File: config.mk
export PLATFORM = sky130hd
export DESIGN_NAME = text_stream_line_number_formatter_top
export DESIGN_NICKNAME = d
export VERILOG_FILES = /design/src/tslnf_pkg.sv /design/src/text_stream_line_number_formatter_top.sv
export SDC_FILE = /design/constraint.sdc
export NUM_CORES = 1
export LEC_CHECK = 0
export BUFFER_PORTS_ARGS = -buffer_cell sky130_fd_sc_hd__buf_2
export CORE_ASPECT_RATIO = 0.7
export CORE_UTILIZATION = 60
export CTS_BUF_LIST = sky130_fd_sc_hd__clkbuf_16
export DETAILED_ROUTE_END_ITERATION = 10
export PLACE_DENSITY = 0.81
export SETUP_SLACK_MARGIN = 0.5
export SLEW_MARGIN = 40
export SYNTH_ARGS = -nofsm -noshare
export SYNTH_HDL_FRONTEND = slang
export SYNTH_SLANG_ARGS = --single-unit
File: constraint.sdc
create_clock -name clk -period 7.3 [get_ports clk]
set_input_delay 0.73 -clock clk [delete_from_list [all_inputs] [get_ports clk]]
set_output_delay 0.73 -clock clk [all_outputs]
set_load 0.02 [all_outputs]
File: src/tslnf_pkg.sv
// shared types, character codes and helpers for the line number formatter
package tslnf_pkg;

	localparam int NUMBER_DIGITS_DEF = 6;
	localparam int CFG_IDX_W = 3;
	localparam int PH_COUNT = 7;

	typedef struct packed {
		logic [7:0] in_byte;
		logic       file_start;
	} tslnf_in_t;

	typedef struct packed {
		logic [7:0] out_byte;
		logic       last;
	} tslnf_out_t;

	typedef enum logic [CFG_IDX_W-1:0] {
		REG_NUMBER_NONBLANK  = 3'd0,
		REG_NUMBER_ALL       = 3'd1,
		REG_SQUEEZE_BLANK    = 3'd2,
		REG_MARK_LINE_END    = 3'd3,
		REG_SHOW_TABS        = 3'd4,
		REG_SHOW_NONPRINTING = 3'd5
	} tslnf_reg_t;

	// output segments in the order they are sent
	typedef enum logic [2:0] {
		PH_NUM1   = 3'd0,
		PH_PREFIX = 3'd1,
		PH_J      = 3'd2,
		PH_NUM2   = 3'd3,
		PH_PAD    = 3'd4,
		PH_DOLLAR = 3'd5,
		PH_CHAR   = 3'd6
	} tslnf_phase_t;

	localparam logic [7:0] CH_TAB       = 8'h09;
	localparam logic [7:0] CH_NL        = 8'h0A;
	localparam logic [7:0] CH_SPACE     = 8'h20;
	localparam logic [7:0] CH_DOLLAR    = 8'h24;
	localparam logic [7:0] CH_DASH      = 8'h2D;
	localparam logic [7:0] CH_ZERO      = 8'h30;
	localparam logic [7:0] CH_QMARK     = 8'h3F;
	localparam logic [7:0] CH_I         = 8'h49;
	localparam logic [7:0] CH_J         = 8'h4A;
	localparam logic [7:0] CH_M         = 8'h4D;
	localparam logic [7:0] CH_CARET     = 8'h5E;
	localparam logic [7:0] CH_DEL       = 8'h7F;
	localparam logic [7:0] CTRL_END     = 8'd32;
	localparam logic [7:0] CARET_OFFSET = 8'd64;
	localparam logic [7:0] HI_FIRST     = 8'd128;
	localparam logic [7:0] HI_LAST      = 8'd159;
	localparam logic [7:0] M_HAT_J_CODE = 8'd138;

	// lowest enabled segment at or above lo, PH_COUNT when there is none
	function automatic logic [3:0] first_from(input logic [PH_COUNT-1:0] en,
			input logic [3:0] lo);
		logic [3:0] res;
		res = 4'(PH_COUNT);
		for (int i = PH_COUNT - 1; i >= 0; i--) begin
			if (en[i] && (4'(i) >= lo)) begin
				res = 4'(i);
			end
		end
		return res;
	endfunction

endpackage

File: src/text_stream_line_number_formatter_top.sv
// line numbering and non-printing display formatter, one input byte to many output bytes
//
//  channel | signals                                  | moves
//  --------+------------------------------------------+---------------------------------
//  in      | in_valid, in_ready, in_data              | one raw byte, file start flag
//  out     | out_valid, out_ready, out_data           | one formatted byte, last flag
//  cfg     | cfg_valid, cfg_ready, cfg_index, cfg_data| one mode bit per transaction
//
// an item occupies the byte sequencer until all n bytes it causes are sent (n = 1 to 18 for six digits);
// the single output register sends one byte per cycle unless out_ready stalls it
// a dropped (squeezed) newline is accepted and gives no output
// out_ready low holds the output register and the sequencer; in_ready follows within the cycle
// after reset the block is ready at once, no clearing pass
module text_stream_line_number_formatter_top #(
	parameter int NUMBER_DIGITS = tslnf_pkg::NUMBER_DIGITS_DEF
) (
	input  logic                              clk,
	input  logic                              arst_n,
	input  logic                              in_valid,
	output logic                              in_ready,
	input  tslnf_pkg::tslnf_in_t              in_data,
	output logic                              out_valid,
	input  logic                              out_ready,
	output tslnf_pkg::tslnf_out_t             out_data,
	input  logic                              cfg_valid,
	output logic                              cfg_ready,
	input  logic [tslnf_pkg::CFG_IDX_W-1:0]   cfg_index,
	input  logic                              cfg_data
);
	import tslnf_pkg::*;

	localparam int BCD_W = 4 * NUMBER_DIGITS;
	localparam int IDX_W = ($clog2(NUMBER_DIGITS + 1) > 2) ? $clog2(NUMBER_DIGITS + 1) : 2;
	localparam logic [BCD_W-1:0] BCD_ONE = BCD_W'(1);

	// bcd +1, holds at all nines
	function automatic logic [BCD_W-1:0] bcd_inc(input logic [BCD_W-1:0] v);
		logic [BCD_W-1:0] res;
		logic             carry;
		res = v;
		carry = 1'b1;
		for (int k = 0; k < NUMBER_DIGITS; k++) begin
			if (carry) begin
				if (v[4*k +: 4] == 4'd9) begin
					res[4*k +: 4] = 4'd0;
				end else begin
					res[4*k +: 4] = v[4*k +: 4] + 4'd1;
					carry = 1'b0;
				end
			end
		end
		return carry ? v : res;
	endfunction

	// mode registers
	logic number_nonblank_q, number_all_q, squeeze_blank_q;
	logic mark_line_end_q, show_tabs_q, show_nonprinting_q;

	// stream state
	logic [BCD_W-1:0] line_count_q;
	logic [1:0]       newline_run_q;
	logic             at_line_start_q;

	// plan of the item being sent
	logic                plan_valid_s1;
	logic [PH_COUNT-1:0] en_s1;
	logic                prefix_long_s1;
	logic [7:0]          ch_s1;
	logic [BCD_W-1:0]    num1_s1, num2_s1;
	tslnf_phase_t        phase_q, phase_d;
	logic [IDX_W-1:0]    idx_q, idx_d;

	// output register
	logic       out_valid_s2;
	tslnf_out_t out_data_s2;

	// decode of the incoming byte
	logic [7:0]          ch, ch2;
	logic [BCD_W-1:0]    lc_eff, lc_a, n2, lc_new;
	logic [1:0]          run_eff, run_inc, run_new;
	logic                als_eff, als1, als_new;
	logic                is_nl, drop, numbering, n1;
	logic                tab_shown, ctrl, del, hi, jq;
	logic [PH_COUNT-1:0] en_d;
	logic [3:0]          first_d;

	// sequencer
	logic       accept, load, out_adv, emit, seg_end, emit_last;
	logic [3:0] nxt;
	logic [7:0] byte_d;

	assign cfg_ready = 1'b1;

	always_ff @(posedge clk or negedge arst_n) begin
		if (!arst_n) begin
			number_nonblank_q  <= 1'b0;
			number_all_q       <= 1'b0;
			squeeze_blank_q    <= 1'b0;
			mark_line_end_q    <= 1'b0;
			show_tabs_q        <= 1'b0;
			show_nonprinting_q <= 1'b0;
		end else if (cfg_valid) begin
			case (tslnf_reg_t'(cfg_index))
				REG_NUMBER_NONBLANK:  number_nonblank_q  <= cfg_data;
				REG_NUMBER_ALL:       number_all_q       <= cfg_data;
				REG_SQUEEZE_BLANK:    squeeze_blank_q    <= cfg_data;
				REG_MARK_LINE_END:    mark_line_end_q    <= cfg_data;
				REG_SHOW_TABS:        show_tabs_q        <= cfg_data;
				REG_SHOW_NONPRINTING: show_nonprinting_q <= cfg_data;
				default: ;
			endcase
		end
	end

	always_comb begin
		ch        = in_data.in_byte;
		lc_eff    = in_data.file_start ? BCD_ONE : line_count_q;
		run_eff   = in_data.file_start ? 2'd0 : newline_run_q;
		als_eff   = in_data.file_start | at_line_start_q;
		is_nl     = (ch == CH_NL);
		run_inc   = (run_eff == 2'd3) ? 2'd3 : run_eff + 2'd1;
		drop      = squeeze_blank_q && is_nl && (run_eff >= 2'd2);
		run_new   = squeeze_blank_q ? (is_nl ? run_inc : 2'd0) : run_eff;
		numbering = number_all_q | number_nonblank_q;
		n1        = als_eff && (number_all_q || (number_nonblank_q && !is_nl));
		als1      = als_eff && !n1;
		tab_shown = show_tabs_q && (ch == CH_TAB);
		ctrl      = show_nonprinting_q && (ch < CTRL_END) && !is_nl && (ch != CH_TAB);
		del       = show_nonprinting_q && (ch == CH_DEL);
		hi        = show_nonprinting_q && (ch inside {[HI_FIRST:HI_LAST]});
		ch2 = ch;
		if (tab_shown) begin
			ch2 = CH_I;
		end else if (ctrl) begin
			ch2 = ch + CARET_OFFSET;
		end else if (del) begin
			ch2 = CH_QMARK;
		end else if (hi) begin
			ch2 = ch - CARET_OFFSET;
		end
		// M-^J quirk: J, then a fresh number instead of the byte
		jq      = hi && (ch == M_HAT_J_CODE) && numbering;
		als_new = is_nl | als1;
		lc_a    = bcd_inc(lc_eff);
		n2      = n1 ? lc_a : lc_eff;
		lc_new  = jq ? bcd_inc(n2) : n2;
		en_d = '0;
		en_d[PH_NUM1]   = n1;
		en_d[PH_PREFIX] = tab_shown | ctrl | del | hi;
		en_d[PH_J]      = jq;
		en_d[PH_NUM2]   = jq;
		en_d[PH_PAD]    = mark_line_end_q && is_nl && als1 && numbering;
		en_d[PH_DOLLAR] = mark_line_end_q && is_nl;
		en_d[PH_CHAR]   = !jq;
		first_d = first_from(en_d, 4'd0);
	end

	assign out_adv  = !out_valid_s2 || out_ready;
	assign emit     = plan_valid_s1 && out_adv;
	assign in_ready = !plan_valid_s1 || (out_adv && emit_last);
	assign accept   = in_valid && in_ready;
	assign load     = accept && !drop;

	always_ff @(posedge clk or negedge arst_n) begin
		if (!arst_n) begin
			line_count_q    <= BCD_ONE;
			newline_run_q   <= 2'd0;
			at_line_start_q <= 1'b1;
		end else if (accept) begin
			newline_run_q <= run_new;
			if (drop) begin
				line_count_q    <= lc_eff;
				at_line_start_q <= als_eff;
			end else begin
				line_count_q    <= lc_new;
				at_line_start_q <= als_new;
			end
		end
	end

	// segment bookkeeping
	always_comb begin
		case (phase_q)
			PH_NUM1, PH_NUM2, PH_PAD: seg_end = (idx_q == IDX_W'(NUMBER_DIGITS));
			PH_PREFIX:                seg_end = prefix_long_s1 ? (idx_q == IDX_W'(2))
			                                                   : (idx_q == '0);
			default:                  seg_end = 1'b1;
		endcase
		nxt       = first_from(en_s1, {1'b0, phase_q} + 4'd1);
		emit_last = seg_end && (nxt == 4'(PH_COUNT));
	end

	// next state
	always_comb begin
		phase_d = phase_q;
		idx_d   = idx_q;
		if (load) begin
			phase_d = tslnf_phase_t'(first_d[2:0]);
			idx_d   = '0;
		end else if (emit) begin
			if (!seg_end) begin
				idx_d = idx_q + IDX_W'(1);
			end else if (!emit_last) begin
				phase_d = tslnf_phase_t'(nxt[2:0]);
				idx_d   = '0;
			end
		end
	end

	// output byte of the current step
	logic [BCD_W-1:0]         numsel;
	logic [NUMBER_DIGITS-1:0] zero_from;
	logic                     zf, dblank;
	logic [3:0]               dsel;
	logic [7:0]               num_byte;

	always_comb begin
		numsel = (phase_q == PH_NUM2) ? num2_s1 : num1_s1;
		zf = 1'b1;
		for (int k = NUMBER_DIGITS - 1; k >= 0; k--) begin
			zf = zf & (numsel[4*k +: 4] == 4'd0);
			zero_from[k] = zf;
		end
		dsel   = 4'd0;
		dblank = 1'b0;
		for (int k = 0; k < NUMBER_DIGITS; k++) begin
			if (idx_q == IDX_W'(NUMBER_DIGITS - 1 - k)) begin
				dsel   = numsel[4*k +: 4];
				dblank = (k != 0) && zero_from[k];
			end
		end
		if (idx_q == IDX_W'(NUMBER_DIGITS)) begin
			num_byte = CH_TAB;
		end else if (dblank) begin
			num_byte = CH_SPACE;
		end else begin
			num_byte = CH_ZERO + {4'd0, dsel};
		end
		case (phase_q)
			PH_NUM1, PH_NUM2: byte_d = num_byte;
			PH_PREFIX: begin
				if (prefix_long_s1 && (idx_q == '0)) begin
					byte_d = CH_M;
				end else if (prefix_long_s1 && (idx_q == IDX_W'(1))) begin
					byte_d = CH_DASH;
				end else begin
					byte_d = CH_CARET;
				end
			end
			PH_J:      byte_d = CH_J;
			PH_PAD:    byte_d = (idx_q == IDX_W'(NUMBER_DIGITS)) ? CH_TAB : CH_SPACE;
			PH_DOLLAR: byte_d = CH_DOLLAR;
			default:   byte_d = ch_s1;
		endcase
	end

	always_ff @(posedge clk or negedge arst_n) begin
		if (!arst_n) begin
			plan_valid_s1 <= 1'b0;
			phase_q       <= PH_CHAR;
			idx_q         <= '0;
			out_valid_s2  <= 1'b0;
		end else begin
			phase_q <= phase_d;
			idx_q   <= idx_d;
			if (load) begin
				plan_valid_s1 <= 1'b1;
			end else if (emit && emit_last) begin
				plan_valid_s1 <= 1'b0;
			end
			if (out_adv) begin
				out_valid_s2 <= plan_valid_s1;
			end
		end
	end

	always_ff @(posedge clk) begin
		if (load) begin
			en_s1          <= en_d;
			prefix_long_s1 <= hi;
			ch_s1          <= ch2;
			num1_s1        <= lc_eff;
			num2_s1        <= n2;
		end
		if (emit) begin
			out_data_s2.out_byte <= byte_d;
			out_data_s2.last     <= emit_last;
		end
	end

	assign out_valid = out_valid_s2;
	assign out_data  = out_data_s2;

endmodule

==> flow_summary.yaml <==
clock_tree:
  clock-sinks: 113
  insertion_delay_ps: 420
  ctsHoldBuffers: 0
  clock-root-buffer: "clkbuf_16"
  cts_tree: "done"
  htreeDepth: 4
  clk_pin_slew_worst_paths_ps: 60
  cts_resized: 0
  max-clock-path-buffers: 2
  cts_inserted_buffers: 17
  post-cts-setup-buffer-count: 0
critical_path:
  path_cells: "ha_1 -> ha_4 -> nor2_1 -> o22ai_1 -> o21ai_0 -> a211o_1 -> o31ai_1 -> buf_4 -> nand3b_1 -> buf_4 -> inv_4 -> buf_4 -> o41ai_1 -> o22ai_1"
  worst_r2r_path_depth: 14
  crit_slowest_cell: "dfstp_2"
  crit_buf_inv: 4
  cp_top_family: "buffers and inverters"
  required_ps: 7640
  cpPeakStageDelay_ps: 630
  r2r_slack_ps: 2880
  r2r-start: "phase_q[1]"
  worstPathMaxFanout: 61
  cp_common_cell: "buf_4"
  worstSetupPathType: "flip-flop to flip-flop"
  start_kind: "flip-flop"
  end_kind: "flip-flop"
  crit_arrival_ps: 4760
  r2r_end: "line_count_q[1]"
detailed_routing:
  vias: 6114
  dr.first_iter.drc_count: 1074
  drc: 0
  drt_wl_total_um: 19400
  dr.pass1.iters: 6
  final_antenna_net_count: 0
  vias_per_cell: 6.68
  route.layer.met1.wl_um: 8490
  route.met2.wl_um: 7990
  highest_layer: "met4"
  wl_met3_um: 2550
  post_drt_wl_per_cell_um: 21.1
grt:
  track_usage: 0.333
  grt_start_max_net_pins: 62
  antenna_found_initial: 0
  grt_pass1_wl_um: 30400
  globalRoute.totalOverflow: 0
  grt_pass1_vias: 5556
synth:
  syn_area_um2: 7030
  synthesis.nets: 771
  synth_area_leaders: "edfxtp_1 31%, dfrtp_1 13%, nand2_1 4.0%, mux2i_1 3.4%, nor2_1 3.3%"
  synth_edf_count: 72
  synthCells: 737
  avgSynthCellArea_um2: 9.54
  synthTopCellsByCount: "75 x nand2_1, 72 x edfxtp_1, 61 x nor2_1"
  ys_warn_count: 0
  ys_seq_area_frac: 0.454
  async_flop_share: 0.363
  synth-main-ff-cell: "edfxtp_1"
  post-synth-top-area-cell: "edfxtp_1"
  yosysMostFrequentCell: "nand2_1"
  synth_seq_cells: 113
  netlist.area_leader.share: 0.307
  netlist-cell-type-count: 78
floorplan:
  die_w_um: 131
  fp.dieH_um: 92.6
  core_area_um2: 11200
  die_area_um2: 12200
  initial_core_util: 0.627
  io_pins: 30
  rows: 32
job:
  cap_violations: 0
power:
  p_per_area_nw_per_um2: 370
  leakage_nw: 2.89
  ir_drop_v: 0.000203
sta:
  setup-tns-final_ps: 0
  rsz0062_at_grt: "no"
  min_period_ps: 4420
  min_period_over_period: 0.605
  relSlewSlack: 0.371
  setup_violations: 0
  slew_viol_final: 0
  worst_slew_pin_slew_ps: 934
  max_freq_mhz: 226
  hold_viol: 0
  clock_skew_ps: 10.7
placement:
  dp_cells: 882
  dp_hpwl_um: 14000
  finalWeightedCongestion: 1.01
  post_dp_cell_area_um2: 7250
  port_buffers: 28
finish:
  fin_cells: 915
  design_area_um2: 7840
  drive_gt1_frac: 0.123
  antenna_cells: 0
  syn2layout_area_growth_pct: 11.4
  layout.nets: 783
status:
  status: "finished, final reports clean"
min_path:
  min_path_type: "input port to asynchronous set/reset pin"
## registers in the layout, indices dropped and copies added (netlist names), 2 cells and up
signal and cells:
line_count_q 24, idx_q 3, out_data 9, ch_s1 8
en_s1 6, newline_run_q 2, num1_s1 24, num2_s1 24
phase_q 3
## worst max path at each step
stage               depth (start not counted)  startpoint               to  slack, ps
floorplan                                  11  phase_q[1]         ch_s1[0]       1500
global placement                           12  phase_q[1]       num1_s1[8]       2530
detailed placement                         14  phase_q[1]  line_count_q[1]       2650
CTS                                        12  phase_q[1]       num2_s1[0]       2600
global route                               12  phase_q[1]       num2_s1[0]       2720
finish                                     14  phase_q[1]  line_count_q[1]       2880
## worst reg2reg max path: stages, from the launching register on
cell and delay [ps]:
dfstp_2 630, ha_1 220, ha_4 490, nor2_1 220
o22ai_1 220, o21ai_0 110, a211o_1 360, o31ai_1 360
buf_4 220, nand3b_1 70, buf_4 250, inv_4 570
buf_4 360, o41ai_1 110, o22ai_1 130
## stage by stage
stage | power (W) | hold WS, ps | util | setup slack, ps
2_1_floorplan | 0.00176 | 434 | - | 1500
5_1_grt | 0.00303 | 346 | 0.699 | 2720
4_1_cts | 0.00286 | 328 | 0.698 | 2600
6_report | 0.00290 | 303 | 0.699 | 2880
3_5_place_dp | 0.00206 | 512 | 0.647 | 2650
3_3_place_gp | 0.00199 | 497 | 0.645 | 2530
## cell usage in the layout (no fill, tap or decap), drive strengths merged, types with 19 or more instances in the layout
cell type	count
nor2b	27
nor2	61
mux2i	24
a21oi	30
buf	33
dfrtp	37
nand2	75
edfxtp	72
o21ai	37
inv	38
nor3	19
## layout make-up
type	instances	area (um2)
multi-input cells	548	3560
fillers	829	3370
flip-flops and latches	113	3190
clock buffers	17	425
well taps	153	191
repair buffers	34	185
clock inverters	15	144
inverters	35	134
## routing by layer
layer,up-vias,GRT usage
met4,0,0.116
li1,2779,-
met1,2895,0.492
met3,33,0.0947
met5,-,0
met2,407,0.464
## kinds of logic after synthesis
group | share of synthesized area
fa+ha+maj | 0.0285
compound gates | 0.166
other cells | 0.000533
xor+xnor | 0.0212
flops | 0.454
buf+inv | 0.0429
simple gates | 0.229
mux | 0.0582
## power breakdown
part	switching (W)	leakage (nW)	internal, W	total, W
clock network	0.000306	0.271	0.000497	0.000804
logic	0.000659	1.44	0.000365	0.00102
registers	0.000159	1.19	0.000917	0.00108
total	0.00112	2.89	0.00178	0.00290
Power figures use the tool's default switching activity.
